==> src/hw/rtl/line_folder_unit_defines.svh <==
// Assertion macros shared by the line folder RTL.
// Needs signals named clk and rst_n in the module that uses them.
`ifndef LINE_FOLDER_UNIT_DEFINES_SVH
`define LINE_FOLDER_UNIT_DEFINES_SVH

`ifndef SYNTHESIS
`define LFU_ASSERT_ALWAYS(lbl, expr) \
  lbl: assert property (@(posedge clk) disable iff (!rst_n) (expr)) \
    else $error("line folder assertion failed");
`define LFU_ASSERT_IMPL(lbl, ante, cons) \
  lbl: assert property (@(posedge clk) disable iff (!rst_n) (ante) |-> (cons)) \
    else $error("line folder assertion failed");
`else
`define LFU_ASSERT_ALWAYS(lbl, expr)
`define LFU_ASSERT_IMPL(lbl, ante, cons)
`endif

`endif

==> src/hw/rtl/lfu_pkg.sv <==
// Package for the line folder: character codes, field widths, register
// indexes and the result push struct. No dependencies.
package lfu_pkg;

  localparam int FC_W = 6;  // fold_column register width
  localparam int TS_W = 5;  // tab_stop register width

  localparam logic [7:0] CH_NL  = 8'd10;
  localparam logic [7:0] CH_TAB = 8'd9;
  localparam logic [7:0] CH_SP  = 8'd32;

  localparam logic REG_FOLD_COLUMN = 1'b0;
  localparam logic REG_TAB_STOP    = 1'b1;

  typedef struct packed {
    logic       valid;
    logic [7:0] data;
    logic       last;
  } push_t;

endpackage

==> src/hw/rtl/line_folder_unit.sv <==
// Line folder top level: one item at a time, in_tready is low until it is done.
// Each output stall holds the sequencer until the output register is free.
// Reset (rst_n, synchronous, active low) empties the line, clears the blank
// mark and loads fold_column 5 and tab_stop 4; store contents are not cleared.
module line_folder_unit #(
  parameter int LINE_MAX = 63
) (
  input  logic       clk,
  input  logic       rst_n,
  // Input stream.
  input  logic       in_tvalid,
  output logic       in_tready,
  input  logic [7:0] in_tdata,   // [7:0] char_in
  input  logic       in_tlast,   // end_of_text
  // Result stream.
  output logic       out_tvalid,
  input  logic       out_tready,
  output logic [7:0] out_tdata,  // [7:0] char_out
  output logic       out_tlast,  // last_of_run
  // Configuration writes.
  input  logic       cfg_we,
  input  logic       cfg_index,
  input  logic [5:0] cfg_wdata
);

  import lfu_pkg::*;

  localparam int AW = $clog2(LINE_MAX);

  logic [FC_W-1:0] fold_column_r;
  logic [TS_W-1:0] tab_stop_r;

  logic            out_valid_r;
  logic [7:0]      out_data_r;
  logic            out_last_r;
  logic            out_free;

  push_t           push;
  logic            st_we;
  logic [AW-1:0]   st_waddr;
  logic [7:0]      st_wdata;
  logic            st_re;
  logic [AW-1:0]   st_raddr;
  logic [7:0]      st_rdata;

  // Configuration registers. Writes must be made only while the block is idle; the block itself does not enforce this.
  always_ff @(posedge clk) begin
    if (!rst_n) begin
      fold_column_r <= FC_W'(5);
      tab_stop_r    <= TS_W'(4);
    end else if (cfg_we) begin
      case (cfg_index)
        REG_FOLD_COLUMN: fold_column_r <= cfg_wdata;
        REG_TAB_STOP:    tab_stop_r    <= cfg_wdata[TS_W-1:0];
        default: begin
        end
      endcase
    end
  end

  // The output register decouples the sequencer from the result stream: a new
  // byte may be loaded in the same cycle the held one is taken by a transfer.
  assign out_free = !out_valid_r || out_tready;

  always_ff @(posedge clk) begin
    if (!rst_n) begin
      out_valid_r <= 1'b0;
    end else if (push.valid) begin
      out_valid_r <= 1'b1;
    end else if (out_tready) begin
      out_valid_r <= 1'b0;
    end
    if (push.valid) begin
      out_data_r <= push.data;
      out_last_r <= push.last;
    end
  end

  assign out_tvalid = out_valid_r;
  assign out_tdata  = out_data_r;
  assign out_tlast  = out_last_r;

  // The sequencer owns the line state and drives the store; the store holds the
  // line bytes with a registered read.
  lfu_ctrl #(
    .LINE_MAX(LINE_MAX)
  ) u_ctrl (
    .clk        (clk),
    .rst_n      (rst_n),
    .in_valid   (in_tvalid),
    .in_ready   (in_tready),
    .in_char    (in_tdata),
    .in_eot     (in_tlast),
    .fold_column(fold_column_r),
    .tab_stop   (tab_stop_r),
    .out_free   (out_free),
    .push       (push),
    .st_we      (st_we),
    .st_waddr   (st_waddr),
    .st_wdata   (st_wdata),
    .st_re      (st_re),
    .st_raddr   (st_raddr),
    .st_rdata   (st_rdata)
  );

  lfu_store #(
    .DEPTH(LINE_MAX)
  ) u_store (
    .clk  (clk),
    .we   (st_we),
    .waddr(st_waddr),
    .wdata(st_wdata),
    .re   (st_re),
    .raddr(st_raddr),
    .rdata(st_rdata)
  );

endmodule

==> src/hw/rtl/lfu_store.sv <==
// Line store of the line folder: one write port, one registered read port.
// No dependencies.
module lfu_store #(
  parameter int DEPTH = 63,
  localparam int AW = $clog2(DEPTH)
) (
  input  logic          clk,
  input  logic          we,
  input  logic [AW-1:0] waddr,
  input  logic [7:0]    wdata,
  input  logic          re,
  input  logic [AW-1:0] raddr,
  output logic [7:0]    rdata
);

  logic [7:0] mem [DEPTH];
  logic [7:0] rdata_r;

  always_ff @(posedge clk) begin
    if (we) begin
      mem[waddr] <= wdata;
    end
    if (re) begin
      rdata_r <= mem[raddr];
    end
  end

  assign rdata = rdata_r;

endmodule

==> src/hw/rtl/lfu_ctrl.sv <==
// Sequencer of the line folder: stores bytes, expands tabs, emits and shifts
// the line through the store. Depends on lfu_pkg and the assertion macro header.
`include "line_folder_unit_defines.svh"

module lfu_ctrl #(
  parameter int LINE_MAX = 63,
  localparam int AW = $clog2(LINE_MAX),
  localparam int CW = $clog2(LINE_MAX + 1)
) (
  input  logic                    clk,
  input  logic                    rst_n,
  input  logic                    in_valid,
  output logic                    in_ready,
  input  logic [7:0]              in_char,
  input  logic                    in_eot,
  input  logic [lfu_pkg::FC_W-1:0] fold_column,
  input  logic [lfu_pkg::TS_W-1:0] tab_stop,
  input  logic                    out_free,
  output lfu_pkg::push_t          push,
  output logic                    st_we,
  output logic [AW-1:0]           st_waddr,
  output logic [7:0]              st_wdata,
  output logic                    st_re,
  output logic [AW-1:0]           st_raddr,
  input  logic [7:0]              st_rdata
);

  import lfu_pkg::*;

  localparam int MW = (CW > TS_W) ? CW : TS_W;

  typedef enum logic [3:0] {
    S_IDLE, S_RD, S_LD, S_NL, S_SH_RD, S_SH_WR, S_APPEND, S_MOD, S_TAB
  } state_t;

  typedef enum logic [1:0] {
    AFT_CLEAR, AFT_REFILL, AFT_SHIFT
  } after_t;

  state_t          state_r, state_nxt;
  after_t          after_r, after_nxt;
  logic [7:0]      ch_r, ch_nxt;
  logic [CW-1:0]   fill_r, fill_nxt;
  logic [AW-1:0]   lbp_r, lbp_nxt;
  logic            blank_r, blank_nxt;
  logic [CW-1:0]   len_r, len_nxt;
  logic [CW-1:0]   idx_r, idx_nxt;
  logic [CW-1:0]   dst_r, dst_nxt;
  logic [MW-1:0]   rem_r, rem_nxt;
  logic [TS_W-1:0] cnt_r, cnt_nxt;

  logic [CW-1:0]   col;
  logic [TS_W-1:0] ts;
  logic [CW-1:0]   idx_inc;
  logic [CW-1:0]   dst_inc;
  logic [CW-1:0]   fill_inc;

  // Effective column and tab stop after clamping.
  always_comb begin
    if (fold_column == '0) begin
      col = CW'(1);
    end else if (fold_column > FC_W'(LINE_MAX)) begin
      col = CW'(LINE_MAX);
    end else begin
      col = CW'(fold_column);
    end
    ts = (tab_stop == '0) ? TS_W'(1) : tab_stop;
  end

  assign idx_inc  = idx_r + CW'(1);
  assign dst_inc  = dst_r + CW'(1);
  assign fill_inc = fill_r + CW'(1);

  always_comb begin
    state_nxt = state_r;
    after_nxt = after_r;
    ch_nxt    = ch_r;
    fill_nxt  = fill_r;
    lbp_nxt   = lbp_r;
    blank_nxt = blank_r;
    len_nxt   = len_r;
    idx_nxt   = idx_r;
    dst_nxt   = dst_r;
    rem_nxt   = rem_r;
    cnt_nxt   = cnt_r;
    push      = '0;
    st_we     = 1'b0;
    st_waddr  = fill_r[AW-1:0];
    st_wdata  = ch_r;
    st_re     = 1'b0;
    st_raddr  = idx_r[AW-1:0];
    in_ready  = (state_r == S_IDLE);

    case (state_r)
      S_IDLE: begin
        if (in_valid) begin
          ch_nxt  = in_char;
          idx_nxt = '0;
          if (in_eot) begin
            lbp_nxt   = '0;
            blank_nxt = 1'b0;
            len_nxt   = fill_r;
            after_nxt = AFT_CLEAR;
            if (fill_r != '0) begin
              state_nxt = S_RD;
            end
          end else if (in_char == CH_NL) begin
            lbp_nxt   = '0;
            blank_nxt = 1'b0;
            len_nxt   = fill_r;
            after_nxt = AFT_CLEAR;
            state_nxt = (fill_r == '0) ? S_NL : S_RD;
          end else if (in_char == CH_TAB) begin
            if (fill_r < col) begin
              rem_nxt   = MW'(fill_r);
              state_nxt = S_MOD;
            end
          end else if (fill_r >= col) begin
            if (!blank_r || (CW'(lbp_r) >= fill_r)) begin
              len_nxt   = fill_r;
              after_nxt = AFT_REFILL;
            end else begin
              len_nxt   = CW'(lbp_r) + CW'(1);
              after_nxt = AFT_SHIFT;
            end
            state_nxt = S_RD;
          end else begin
            state_nxt = S_APPEND;
          end
        end
      end
      S_RD: begin
        st_re     = 1'b1;
        state_nxt = S_LD;
      end
      S_LD: begin
        if (out_free) begin
          push.valid = 1'b1;
          push.data  = st_rdata;
          idx_nxt    = idx_inc;
          state_nxt  = (idx_inc == len_r) ? S_NL : S_RD;
        end
      end
      S_NL: begin
        if (out_free) begin
          push.valid = 1'b1;
          push.data  = CH_NL;
          push.last  = 1'b1;
          case (after_r)
            AFT_CLEAR: begin
              fill_nxt  = '0;
              state_nxt = S_IDLE;
            end
            AFT_REFILL: begin
              fill_nxt  = '0;
              state_nxt = S_APPEND;
            end
            AFT_SHIFT: begin
              // The remainder starts just past the last blank, which is len_r.
              blank_nxt = 1'b0;
              lbp_nxt   = '0;
              dst_nxt   = '0;
              idx_nxt   = len_r;
              if (len_r < fill_r) begin
                state_nxt = S_SH_RD;
              end else begin
                fill_nxt  = '0;
                state_nxt = S_APPEND;
              end
            end
            default: begin
              state_nxt = S_IDLE;
            end
          endcase
        end
      end
      S_SH_RD: begin
        st_re     = 1'b1;
        state_nxt = S_SH_WR;
      end
      S_SH_WR: begin
        st_we    = 1'b1;
        st_waddr = dst_r[AW-1:0];
        st_wdata = st_rdata;
        if (st_rdata == CH_SP) begin
          lbp_nxt   = dst_r[AW-1:0];
          blank_nxt = 1'b1;
        end
        dst_nxt = dst_inc;
        idx_nxt = idx_inc;
        if (idx_inc < fill_r) begin
          state_nxt = S_SH_RD;
        end else begin
          fill_nxt  = dst_inc;
          state_nxt = S_APPEND;
        end
      end
      S_APPEND: begin
        if (fill_r < CW'(LINE_MAX)) begin
          st_we    = 1'b1;
          st_waddr = fill_r[AW-1:0];
          st_wdata = ch_r;
          if (ch_r == CH_SP) begin
            lbp_nxt   = fill_r[AW-1:0];
            blank_nxt = 1'b1;
          end
          fill_nxt = fill_inc;
        end
        state_nxt = S_IDLE;
      end
      S_MOD: begin
        // Remainder of the fill count by the tab stop, one subtraction a cycle.
        if (rem_r >= MW'(ts)) begin
          rem_nxt = rem_r - MW'(ts);
        end else begin
          cnt_nxt   = ts - TS_W'(rem_r);
          state_nxt = S_TAB;
        end
      end
      S_TAB: begin
        if ((cnt_r != '0) && (fill_r < col)) begin
          st_we     = 1'b1;
          st_waddr  = fill_r[AW-1:0];
          st_wdata  = CH_SP;
          lbp_nxt   = fill_r[AW-1:0];
          blank_nxt = 1'b1;
          fill_nxt  = fill_inc;
          cnt_nxt   = cnt_r - TS_W'(1);
        end else begin
          state_nxt = S_IDLE;
        end
      end
      default: begin
        state_nxt = S_IDLE;
      end
    endcase
  end

  always_ff @(posedge clk) begin
    if (!rst_n) begin
      state_r <= S_IDLE;
      after_r <= AFT_CLEAR;
      fill_r  <= '0;
      lbp_r   <= '0;
      blank_r <= 1'b0;
    end else begin
      state_r <= state_nxt;
      after_r <= after_nxt;
      fill_r  <= fill_nxt;
      lbp_r   <= lbp_nxt;
      blank_r <= blank_nxt;
    end
    ch_r  <= ch_nxt;
    len_r <= len_nxt;
    idx_r <= idx_nxt;
    dst_r <= dst_nxt;
    rem_r <= rem_nxt;
    cnt_r <= cnt_nxt;
  end

  `LFU_ASSERT_ALWAYS(a_fill_bound, fill_r <= CW'(LINE_MAX))
  `LFU_ASSERT_IMPL(a_blank_in_line, (state_r == S_IDLE) && blank_r, CW'(lbp_r) < fill_r)
  `LFU_ASSERT_IMPL(a_close_is_nl, push.valid && push.last, push.data == CH_NL)
  `LFU_ASSERT_IMPL(a_push_has_room, push.valid, out_free)

endmodule
==> config.mk <==
export PLATFORM = sky130hd
export DESIGN_NAME = line_folder_unit
export DESIGN_NICKNAME = d
export VERILOG_FILES = /design/src/hw/rtl/lfu_pkg.sv /design/src/hw/rtl/line_folder_unit.sv /design/src/hw/rtl/lfu_store.sv /design/src/hw/rtl/lfu_ctrl.sv
export VERILOG_INCLUDE_DIRS = /design/src /design/src/hw/rtl
export SDC_FILE = /design/constraint.sdc
export NUM_CORES = 1
export LEC_CHECK = 0
export ABC_AREA = 1
export BUFFER_PORTS_ARGS = -buffer_cell sky130_fd_sc_hd__buf_2
export CAP_MARGIN = 20
export CORE_MARGIN = 2
export CORE_UTILIZATION = 36
export CTS_BUF_LIST = sky130_fd_sc_hd__clkbuf_4
export DETAILED_ROUTE_END_ITERATION = 8
export PLACE_DENSITY = 0.57
export SLEW_MARGIN = 20
export SYNTH_ARGS = -nofsm -noshare
export SYNTH_HDL_FRONTEND = slang
export SYNTH_SLANG_ARGS = --single-unit
==> constraint.sdc <==
create_clock -name clk -period 11.4 [get_ports clk]
set_input_delay 2.28 -clock clk [delete_from_list [all_inputs] [get_ports clk]]
set_output_delay 2.28 -clock clk [all_outputs]
set_load 0.005 [all_outputs]
==> run summary, run 1 <==
Largest net degree at the start of global routing -> 201
Final Critical Period -> 4240 ps
Antenna-violating nets left -> 0
CP required -> 9120 ps
DP HPWL -> 41.8 mm
Net Switching -> 2.66 mW
Pint -> 4.17 mW
Initial DRC Count -> 1,612
Async set-or-reset flop fraction in the synthesized netlist -> 0%
Post-CTS sizing -> 0
Nature of the critical path endpoint -> primary output
Root buffer cell -> clkbuf_4
Synth Area in XOR/XNOR -> 0.408%
Die Height -> 272 µm
Main combinational cell family by area after synthesis -> simple AND/OR/NAND/NOR gates
Tot GR Track Use -> 19.1%
Clk buf depth -> 3
Sw Ratio -> 38.9%
Synth Area in Simple Gates -> 18.2%
Synthesized area -> 25,800 µm²
Routed wire length -> 70.5 mm
Number of flops mapped to enable cells by yosys -> 558
Synth Flop Type -> edfxtp_1
Starting Density -> 36.2%
Setup TNS -> 0 ps
Final Instance Area -> 28,900 µm²
CP Class -> reg -> out
Logic gate share of total power -> 33.3%
Hold WC Path Type -> reg -> reg
Mean Syn Cell Area -> 10.9 µm²
Final setup viols -> 0
Area delta synth->final -> 12.1%
Yosys Warn Count -> 0
Filler cell count -> 6,836
Worst hold endpoint -> u_ctrl.blank_r$_SDFFE_PN0P_
Clock power frac -> 26.9%
Period utilization -> 37.2%
Area of the multi-input gates -> 7610 µm²
Reg2Reg Depth -> 16
Cells on Worst Hold Path -> 2
PortBufs -> 31
Worst Path Max Fanout -> 9
Clock Skew -> 65.8 ps
Max frequency -> 236 MHz
H-tree depth -> 4
CTS sink count -> 589
NumNets Final -> 2,524
Ratio of cells with drive above 1 in the final layout -> 13.8%
CTS tree -> built
Hold_buf cts -> 0
Vias -> 18,200
Status -> finished clean
Core area -> 71,200 µm²
Hold Violations, Final -> 0
Vias in the first global route -> 17,800
R2r setup slk -> 7610 ps
Total CTS buffers -> 158
Slew @ Worst Pin -> 1070 ps
Die X -> 272 µm
Top-count cell post-synth -> nand2_1
Worst skew pair latency -> 990 ps
Row Count -> 98
Synth cell count leaders -> nand2_1, edfxtp_1, nor2_1
Critical path startpoint category -> register
Largest cells by area after synthesis -> edfxtp_1, nand2_1, nor2_1, dfxtp_1, a21oi_1
Dpl cell area -> 26,900 µm²
Vias/cell -> 5.18
Overflow left after global routing -> 0
Worst r2r src -> u_ctrl.st_raddr[1]$_DFFE_PP_
Total leakage power -> 10.8 nW
Max VDD drop -> 0.000228 V
DRC viols -> 0
Hold path start -> u_ctrl.blank_r$_SDFFE_PN0P_
Post-synthesis adder-cell area fraction -> 2.10%
Seq/Total Area, Yosys -> 67.4%
Cells after Synth -> 2,360
R2r endpoint -> u_ctrl.fill_r[2]$_SDFFE_PN0P_
Die area -> 73,800 µm²
Drt first pass iters -> 7
Share of the synthesized area in the top cell type -> 65.0%
Yosys top cell by area -> edfxtp_1
Mux contribution to synthesized area -> 0.0388%
Synth unique cells -> 47
Rel. slew slack -> 28.9%
RD Place Congestion -> 0.882
First-pass GRT wire length -> 107 mm
Max-slew violation count -> 0
Arr. time, crit path -> 1960 ps
Complex-gate fraction of the synthesized area -> 8.29%
Unrepaired setup endpoints after global routing -> false
Syn_nets -> 2,423
Sequential fraction of design power -> 39.8%
Max-Cap Viols -> 0
Initial antenna violation count -> 2
Pwr/cell area -> 236 nW/µm²
Setup bufs post-CTS -> 0
Synthesized flop and latch total -> 589
WL per Instance -> 20.1 µm
FF/Latch Area -> 17,400 µm²
Hold_ws -> 486 ps
Total I/O pin count -> 32
CTS clk-pin slew, worst paths -> 60 ps
[state kept, by name, indices dropped and copies added, names as in the netlist]
signal / flops
u_ctrl.cnt_r: 5
out_tvalid: 1
u_ctrl.lbp_r: 6
out_tlast: 1
u_store.rdata: 8
u_ctrl.fill_r: 6
u_ctrl.st_raddr: 6
fold_column_r: 6
u_ctrl.len_r: 6
u_ctrl.dst_r: 6
u_ctrl.ch_r: 8
u_ctrl.state_r: 4
u_ctrl.rem_r: 6
u_ctrl.after_r: 2
u_store.mem: 504
u_ctrl.blank_r: 1
tab_stop_r: 5
out_tdata: 8
[power by group through the flow]
stage          registers, mW  clock network [mW]  logic (mW)
6_report                2.72                1.84        2.28
5_1_grt                 2.73                2.00        2.50
4_1_cts                 2.72                1.89        2.26
3_5_place_dp            2.76                   0        2.25
3_3_place_gp            2.76                   0        2.23
2_1_floorplan           2.72                   0        1.44
[critical path, cell delays in order, from the launching register on]
cell	delay, ps
dfxtp_1	550
nor2_4	80
nand2_2	130
inv_2	80
buf_2	130
[final cells by class]
type / instances / area share [%]
inverter: 122 / 1.61
clock inverter: 37 / 0.896
clock buffer: 225 / 5.84
tap: 950 / 4.11
timing repair buffer: 51 / 1.11
sequential: 589 / 60.1
multi-input combinational: 1539 / 26.3
antenna: 3 / 0.0260
[layer usage]
metal	part of all wire [%]	up-vias	track usage (%)	routed length (µm)
li1	-	8509	-	-
met1	43	8859	24.8	30100
met2	46	704	29.7	32600
met3	7.9	137	5.62	5550
met4	3.1	0	8.10	2220
met5	0	-	0	0
[logic make-up (layout without fill, tap and decap cells)]
| kind of cell | count (synthesis) | count (layout) |
|---|---|---|
| AND/OR/NAND/NOR | 1142 | 1142 |
| adder cells (fa/ha/maj) | 42 | 42 |
| flip-flops | 589 | 589 |
| multiplexers | 1 | 1 |
| other | 0 | 3 |
| AO/OA/AOI/OAI | 342 | 342 |
| XOR/XNOR | 12 | 12 |
| buffers and inverters | 232 | 435 |
[metrics by stage]
| step | util (%) | worst slack (ps) | std cells | total power, mW |
|---|---|---|---|---|
| 2_1_floorplan | - | 7760 | 2360 | 4.16 |
| 3_3_place_gp | 37.8 | 7390 | 3250 | 4.99 |
| 3_5_place_dp | 37.8 | 7510 | 3250 | 5.01 |
| 4_1_cts | 40.6 | 7040 | 3512 | 6.86 |
| 5_1_grt | 40.6 | 7010 | 3516 | 7.23 |
| 6_report | 40.6 | 7160 | 3516 | 6.83 |
[cell usage in the layout (no fill, tap or decap), types with 7 or more instances in the layout]
cell,synthesis,final
dfxtp_1,31,31
o22ai_1,35,28
o2111ai_1,42,42
nand4_2,8,8
nand3_1,103,102
a21oi_1,104,104
edfxtp_1,558,558
ha_1,40,40
buf_4,3,18
inv_1,109,108
buf_2,26,31
o211ai_1,10,10
o22ai_4,0,7
nor2_1,189,187
clkbuf_4,0,225
clkinv_1,4,24
nand4_1,22,22
nand2_1,782,782
inv_2,8,9
nor3_1,9,9
a21boi_0,44,44
o21ai_0,82,82
[worst max path at each step]
stage / cells after the start / start / endpoint
floorplan: 9 / u_ctrl.fill_r[5]$_SDFFE_PN0P_ / u_store.mem[0][0]$_DFFE_PP_
global placement: 10 / u_ctrl.st_raddr[1]$_DFFE_PP_ / u_store.rdata[3]$_DFFE_PP_
detailed placement: 9 / in_tdata[1] / u_ctrl.len_r[2]$_DFFE_PP_
CTS: 4 / u_ctrl.state_r[0]$_SDFFE_PN0P_ / in_tready
global route: 4 / u_ctrl.state_r[0]$_SDFFE_PN0P_ / in_tready
finish: 4 / u_ctrl.state_r[0]$_SDFFE_PN0P_ / in_tready
Power figures use the tool's default switching activity.
==> run 2: changes to the inputs <==
--- a/config.mk
+++ b/config.mk
@@ -13,7 +13,7 @@
 export CORE_UTILIZATION = 36
 export CTS_BUF_LIST = sky130_fd_sc_hd__clkbuf_4
 export DETAILED_ROUTE_END_ITERATION = 8
-export PLACE_DENSITY = 0.57
+export PLACE_DENSITY = 0.59
 export SLEW_MARGIN = 20
 export SYNTH_ARGS = -nofsm -noshare
 export SYNTH_HDL_FRONTEND = slang
==> constraint.sdc (replaced) <==
create_clock -name clk -period 3.85 [get_ports clk]
set_input_delay 0.77 -clock clk [delete_from_list [all_inputs] [get_ports clk]]
set_output_delay 0.77 -clock clk [all_outputs]
set_load 0.005 [all_outputs]
==> run 2 against run 1 <==
Net effect:
- die area unchanged
- largest power group unchanged
- sequential share of layout area decreased by 1.5 points
- non-clock buffer count up 79
- global-route usage rose by 0.50 points
- highest routed layer unchanged
- wire length up 1.7%
- clock skew shrank 4.8 ps
- flip-flop and latch count did not move
- clock power grew to 3.0 times the previous value
==> run summary, run 2 (synthesized netlist as in run 1, its figures left out) <==
First-pass GRT wire length -> 110 mm
GRT busiest layer -> met2
Vias in the first global route -> 18,600
R2r endpoint -> u_store.mem[52][7]$_DFFE_PP_
Hold WC Path Type -> in -> reg
Largest reg by FF count -> u_store.mem
Pint -> 12.5 mW
Max frequency -> 300 MHz
Final cell count without fillers -> 3,592
Routed wire length -> 71.7 mm
Clock Skew -> 61.0 ps
Grt met2 use -> 30.5%
DRC viols -> 0
Row Count -> 98
Final Critical Period -> 3330 ps
Met3 usage in global routing -> 4.74%
Worst path most repeated cell -> nand2_1
Max VDD drop -> 0.000468 V
Antenna-violating nets left -> 0
Critical path's largest stage delay -> 720 ps
Sw Ratio -> 38.5%
Starting Density -> 36.2%
Core area -> 71,200 µm²
Critical path startpoint category -> register
Die area -> 73,800 µm²
PortBufs -> 31
CTS sink count -> 589
CP required -> 4420 ps
Worst r2r src -> u_ctrl.fill_r[5]$_SDFFE_PN0P_
Rel. slew slack -> 33.9%
Unrepaired setup endpoints after global routing -> false
Slew @ Worst Pin -> 991 ps
Total CTS buffers -> 157
CTS tree -> built
CP Class -> reg -> reg
Sequential fraction of design power -> 39.6%
Logic gate share of total power -> 33.6%
Overflow left after global routing -> 0
Pwr/cell area -> 688 nW/µm²
Status -> finished clean
Post-placement cell count -> 3,320
Largest register FFs -> 504
Final setup viols -> 0
Total leakage power -> 11.2 nW
R2r setup slk -> 520 ps
Die X -> 272 µm
Root buffer cell -> clkbuf_4
Max-slew violation count -> 0
Met1 Use GR -> 26.4%
Hold Violations, Final -> 0
Setup crit start -> u_ctrl.fill_r[5]$_SDFFE_PN0P_
Worst skew pair latency -> 980 ps
CP cell instances -> ha_1 > nand2_1 > inv_1 > a21oi_1 > nand3b_1 > nand2_1 > o21ai_1 > nand2_2 > nand4_2 > nor2_1
Tot GR Track Use -> 19.6%
H-tree depth -> 4
Clock power frac -> 26.8%
Drt first pass iters -> 6
Post-CTS sizing -> 0
Most common cell after layout, fill and taps aside -> nand2_1
Arr. time, crit path -> 3900 ps
Max-Cap Viols -> 0
Clk buf depth -> 3
Vias -> 18,800
Highest-count cells in the layout ignoring fill and taps -> nand2_1, edfxtp_1, clkbuf_4
Area delta synth->final -> 15.0%
Setup TNS -> 0 ps
NumNets Final -> 2,602
CTS clk-pin slew, worst paths -> 60 ps
Nature of the critical path endpoint -> register
Largest net degree at the start of global routing -> 127
Net Switching -> 7.85 mW
Initial antenna violation count -> 3
DP HPWL -> 43.7 mm
WL per Instance -> 20.0 µm
Worst Path Max Fanout -> 8
Die Height -> 272 µm
RD Place Congestion -> 0.892
Total I/O pin count -> 32
Ratio of cells with drive above 1 in the final layout -> 16.1%
Vias/cell -> 5.22
Slowest CP cell -> nor2_1
Crit path capture -> u_store.mem[52][7]$_DFFE_PP_
Reg2Reg Depth -> 10
Period utilization -> 86.5%
Initial DRC Count -> 1,887
==> run 2: timing repair <==
action	4_1_cts	5_1_grt
buffers inserted	0	0
hold buffers	10	0
endpoints found under the hold margin	12	0
==> run 2: critical path: cells and delay by family, from the launching register on <==
family | cells | cell delay (ps)
and+or+nand+nor | 6 | 1720
adders and majority gates | 1 | 300
DFF | 1 | 510
AOI/OAI and AO/OA | 2 | 360
buffers and inverters | 1 | 40
==> run 2: worst min path at each step <==
stage                                     start                       endpoint  cells after the start
floorplan           u_ctrl.blank_r$_SDFFE_PN0P_    u_ctrl.blank_r$_SDFFE_PN0P_                      2
global placement    u_ctrl.blank_r$_SDFFE_PN0P_    u_ctrl.blank_r$_SDFFE_PN0P_                      2
detailed placement  u_ctrl.blank_r$_SDFFE_PN0P_    u_ctrl.blank_r$_SDFFE_PN0P_                      2
CTS                                cfg_wdata[4]     tab_stop_r[4]$_SDFFE_PN0P_                      3
global route                       cfg_wdata[3]  fold_column_r[3]$_SDFFE_PN0P_                      3
finish                             cfg_wdata[4]     tab_stop_r[4]$_SDFFE_PN0P_                      3
==> run 2: final cells by class <==
type	count	area, µm²
clock inverter	29	201
antenna	2	5.00
timing repair buffer	130	1070
inverter	122	465
tap	950	1190
sequential	589	17400
multi-input combinational	1539	7610
clock buffer	231	1730
fill	6867	41600
==> run 2: stage by stage <==
step	hold slack (ps)	util, %	cell area (µm²)	setup WS, ps	power (mW)
3_5_place_dp	474	38.7	27600	582	14.9
6_report	118	41.6	29700	520	20.4
2_1_floorplan	441	-	25800	211	12.3
5_1_grt	51.2	41.6	29700	259	21.5
4_1_cts	9.04	41.6	29600	589	20.4
3_3_place_gp	463	38.7	27600	717	14.9
==> run 2: power by group through the flow <==
stage                     Combinational [mW]  Sequential [mW]  Clock (mW)
after floorplan                         4.26             8.07           0
after global placement                  6.69             8.19           0
after detailed placement                6.74             8.20           0
after CTS                               6.77             8.07        5.61
after global routing                    7.49             8.09        5.94
final                                   6.85             8.08        5.46
==> run 2: routing by layer <==
metal	wire, µm	vias up
li1	-	8640
met5	0	-
met2	32700	874
met4	1810	0
met1	31300	9107
met3	5930	129
==> run 3: changes to the inputs <==
--- a/config.mk
+++ b/config.mk
@@ -13,7 +13,7 @@
 export CORE_UTILIZATION = 36
 export CTS_BUF_LIST = sky130_fd_sc_hd__clkbuf_4
 export DETAILED_ROUTE_END_ITERATION = 8
-export PLACE_DENSITY = 0.59
+export PLACE_DENSITY = 0.57
 export SLEW_MARGIN = 20
 export SYNTH_ARGS = -nofsm -noshare
 export SYNTH_HDL_FRONTEND = slang
==> constraint.sdc (replaced) <==
create_clock -name clk -period 4.1 [get_ports clk]
set_input_delay 0.82 -clock clk [delete_from_list [all_inputs] [get_ports clk]]
set_output_delay 0.82 -clock clk [all_outputs]
set_load 0.005 [all_outputs]
==> run 3 against run 2 <==
Net effect:
- combinational power fell by 5.0%
- critical path type unchanged
- first-iteration DRC count rose by 26%
- critical path depth did not move
- largest cell class unchanged
- via count fell by 0.47%
- setup slack improved by 300 ps
==> run summary, run 3 (synthesized netlist as in run 1, its figures left out) <==
Status -> finished clean
Slew @ Worst Pin -> 1090 ps
Total leakage power -> 11.2 nW
NumNets Final -> 2,608
PortBufs -> 31
CTS tree -> built
Total CTS buffers -> 152
Max frequency -> 305 MHz
CP required -> 4670 ps
Vias -> 18,700
Max VDD drop -> 0.000331 V
Clock Skew -> 59.5 ps
Routed wire length -> 73.4 mm
Ratio of cells with drive above 1 in the final layout -> 16.1%
GRT busiest layer -> met2
Setup bufs post-CTS -> 0
Largest register FFs -> 504
RD Place Congestion -> 0.909
Grt met2 use -> 31.2%
Max-slew violation count -> 0
Cells on Worst Hold Path -> 3
Reg2Reg Depth -> 10
Critical path startpoint category -> register
Area delta synth->final -> 14.7%
Final setup viols -> 0
Overflow left after global routing -> 0
Most common cell after layout, fill and taps aside -> nand2_1
Met3 usage in global routing -> 5.04%
Dpl cell area -> 27,600 µm²
Row Count -> 98
Final Critical Period -> 3280 ps
Vias/cell -> 5.18
Setup TNS -> 0 ps
Drt first pass iters -> 7
Hold Violations, Final -> 0
CTS clk-pin slew, worst paths -> 70 ps
Initial antenna violation count -> 3
Period utilization -> 80.1%
Largest net degree at the start of global routing -> 102
Worst skew pair latency -> 990 ps
Met1 Use GR -> 26.4%
Die area -> 73,800 µm²
DP HPWL -> 46.8 mm
Pwr/cell area -> 644 nW/µm²
Arr. time, crit path -> 3860 ps
Rel. slew slack -> 27.5%
Initial DRC Count -> 2,370
WL per Instance -> 20.4 µm
Die Height -> 272 µm
Worst Path Max Fanout -> 8
Die X -> 272 µm
Largest reg by FF count -> u_store.mem
Total I/O pin count -> 32
First-pass GRT wire length -> 110 mm
Starting Density -> 36.2%
CP Class -> reg -> reg
Tot GR Track Use -> 19.8%
Max-Cap Viols -> 0
Antenna-violating nets left -> 0
Nature of the critical path endpoint -> register
Highest-count cells in the layout ignoring fill and taps -> nand2_1, edfxtp_1, clkbuf_4
H-tree depth -> 4
Final Instance Area -> 29,600 µm²
Hold WC Path Type -> in -> reg
Vias in the first global route -> 18,300
CTS sink count -> 589
Unrepaired setup endpoints after global routing -> false
Clk buf depth -> 3
Root buffer cell -> clkbuf_4
DRC viols -> 0
Core area -> 71,200 µm²
[run 3: per-layer routing]
metal  vias up  share of wire, %
met3       151               8.0
met1      9016                43
met2       831                47
met5         -                 0
li1       8664                 -
met4         0               2.8
[run 3: final timing paths]
path / startpoint / to / slack [ps]
setup / recovery: u_ctrl.fill_r[5]$_SDFFE_PN0P_ / u_store.mem[55][3]$_DFFE_PP_ / 820
hold / removal: cfg_wdata[5] / fold_column_r[5]$_SDFFE_PN0P_ / 140
setup reg to reg: u_ctrl.fill_r[5]$_SDFFE_PN0P_ / u_store.mem[55][3]$_DFFE_PP_ / 820
hold reg to reg: u_ctrl.blank_r$_SDFFE_PN0P_ / u_ctrl.blank_r$_SDFFE_PN0P_ / 480
[run 3: timing repair]
item	in CTS	in global routing
hold buffers	10	0
hold endpoints to repair	10	0
resized for setup	0	0
[run 3: metrics by stage]
| stage | worst slack (ps) | total power [mW] | utilization (%) | hold slack (ps) | cells |
|---|---|---|---|---|---|
| after floorplan | 461 | 11.6 | - | 441 | 2360 |
| after global routing | 555 | 20.1 | 41.5 | 100 | 3601 |
| final | 816 | 19.0 | 41.5 | 141 | 3602 |
| after CTS | 807 | 19.1 | 41.5 | 40.8 | 3600 |
| after global placement | 920 | 14.0 | 38.7 | 461 | 3331 |
| after detailed placement | 889 | 14.1 | 38.7 | 478 | 3331 |
[run 3: cell type report]
cell class	count	area, µm²
Antenna cell	2	5.00
Sequential cell	589	17400
Tap cell	950	1190
Inverter	122	465
Timing Repair Buffer	141	1060
Clock inverter	33	188
Fill cell	6788	41700
Multi-Input combinational cell	1539	7600
Clock buffer	226	1700
[run 3: power by group]
group	internal (mW)	switching (mW)	leakage, nW	total [mW]
clock	2.63	2.35	1.13	4.97
combinational	1.71	4.81	4.79	6.51
sequential	7.31	0.241	5.30	7.55
[run 3: critical path, cell delays in order, from the launching register on]
cell and delay [ps]:
dfxtp_1 500, ha_1 310, nand2_1 100, inv_1 50
a21oi_1 230, nand3b_1 150, nand2_1 90, o21ai_1 120
nand2_2 220, nand4_2 420, nor2_1 660
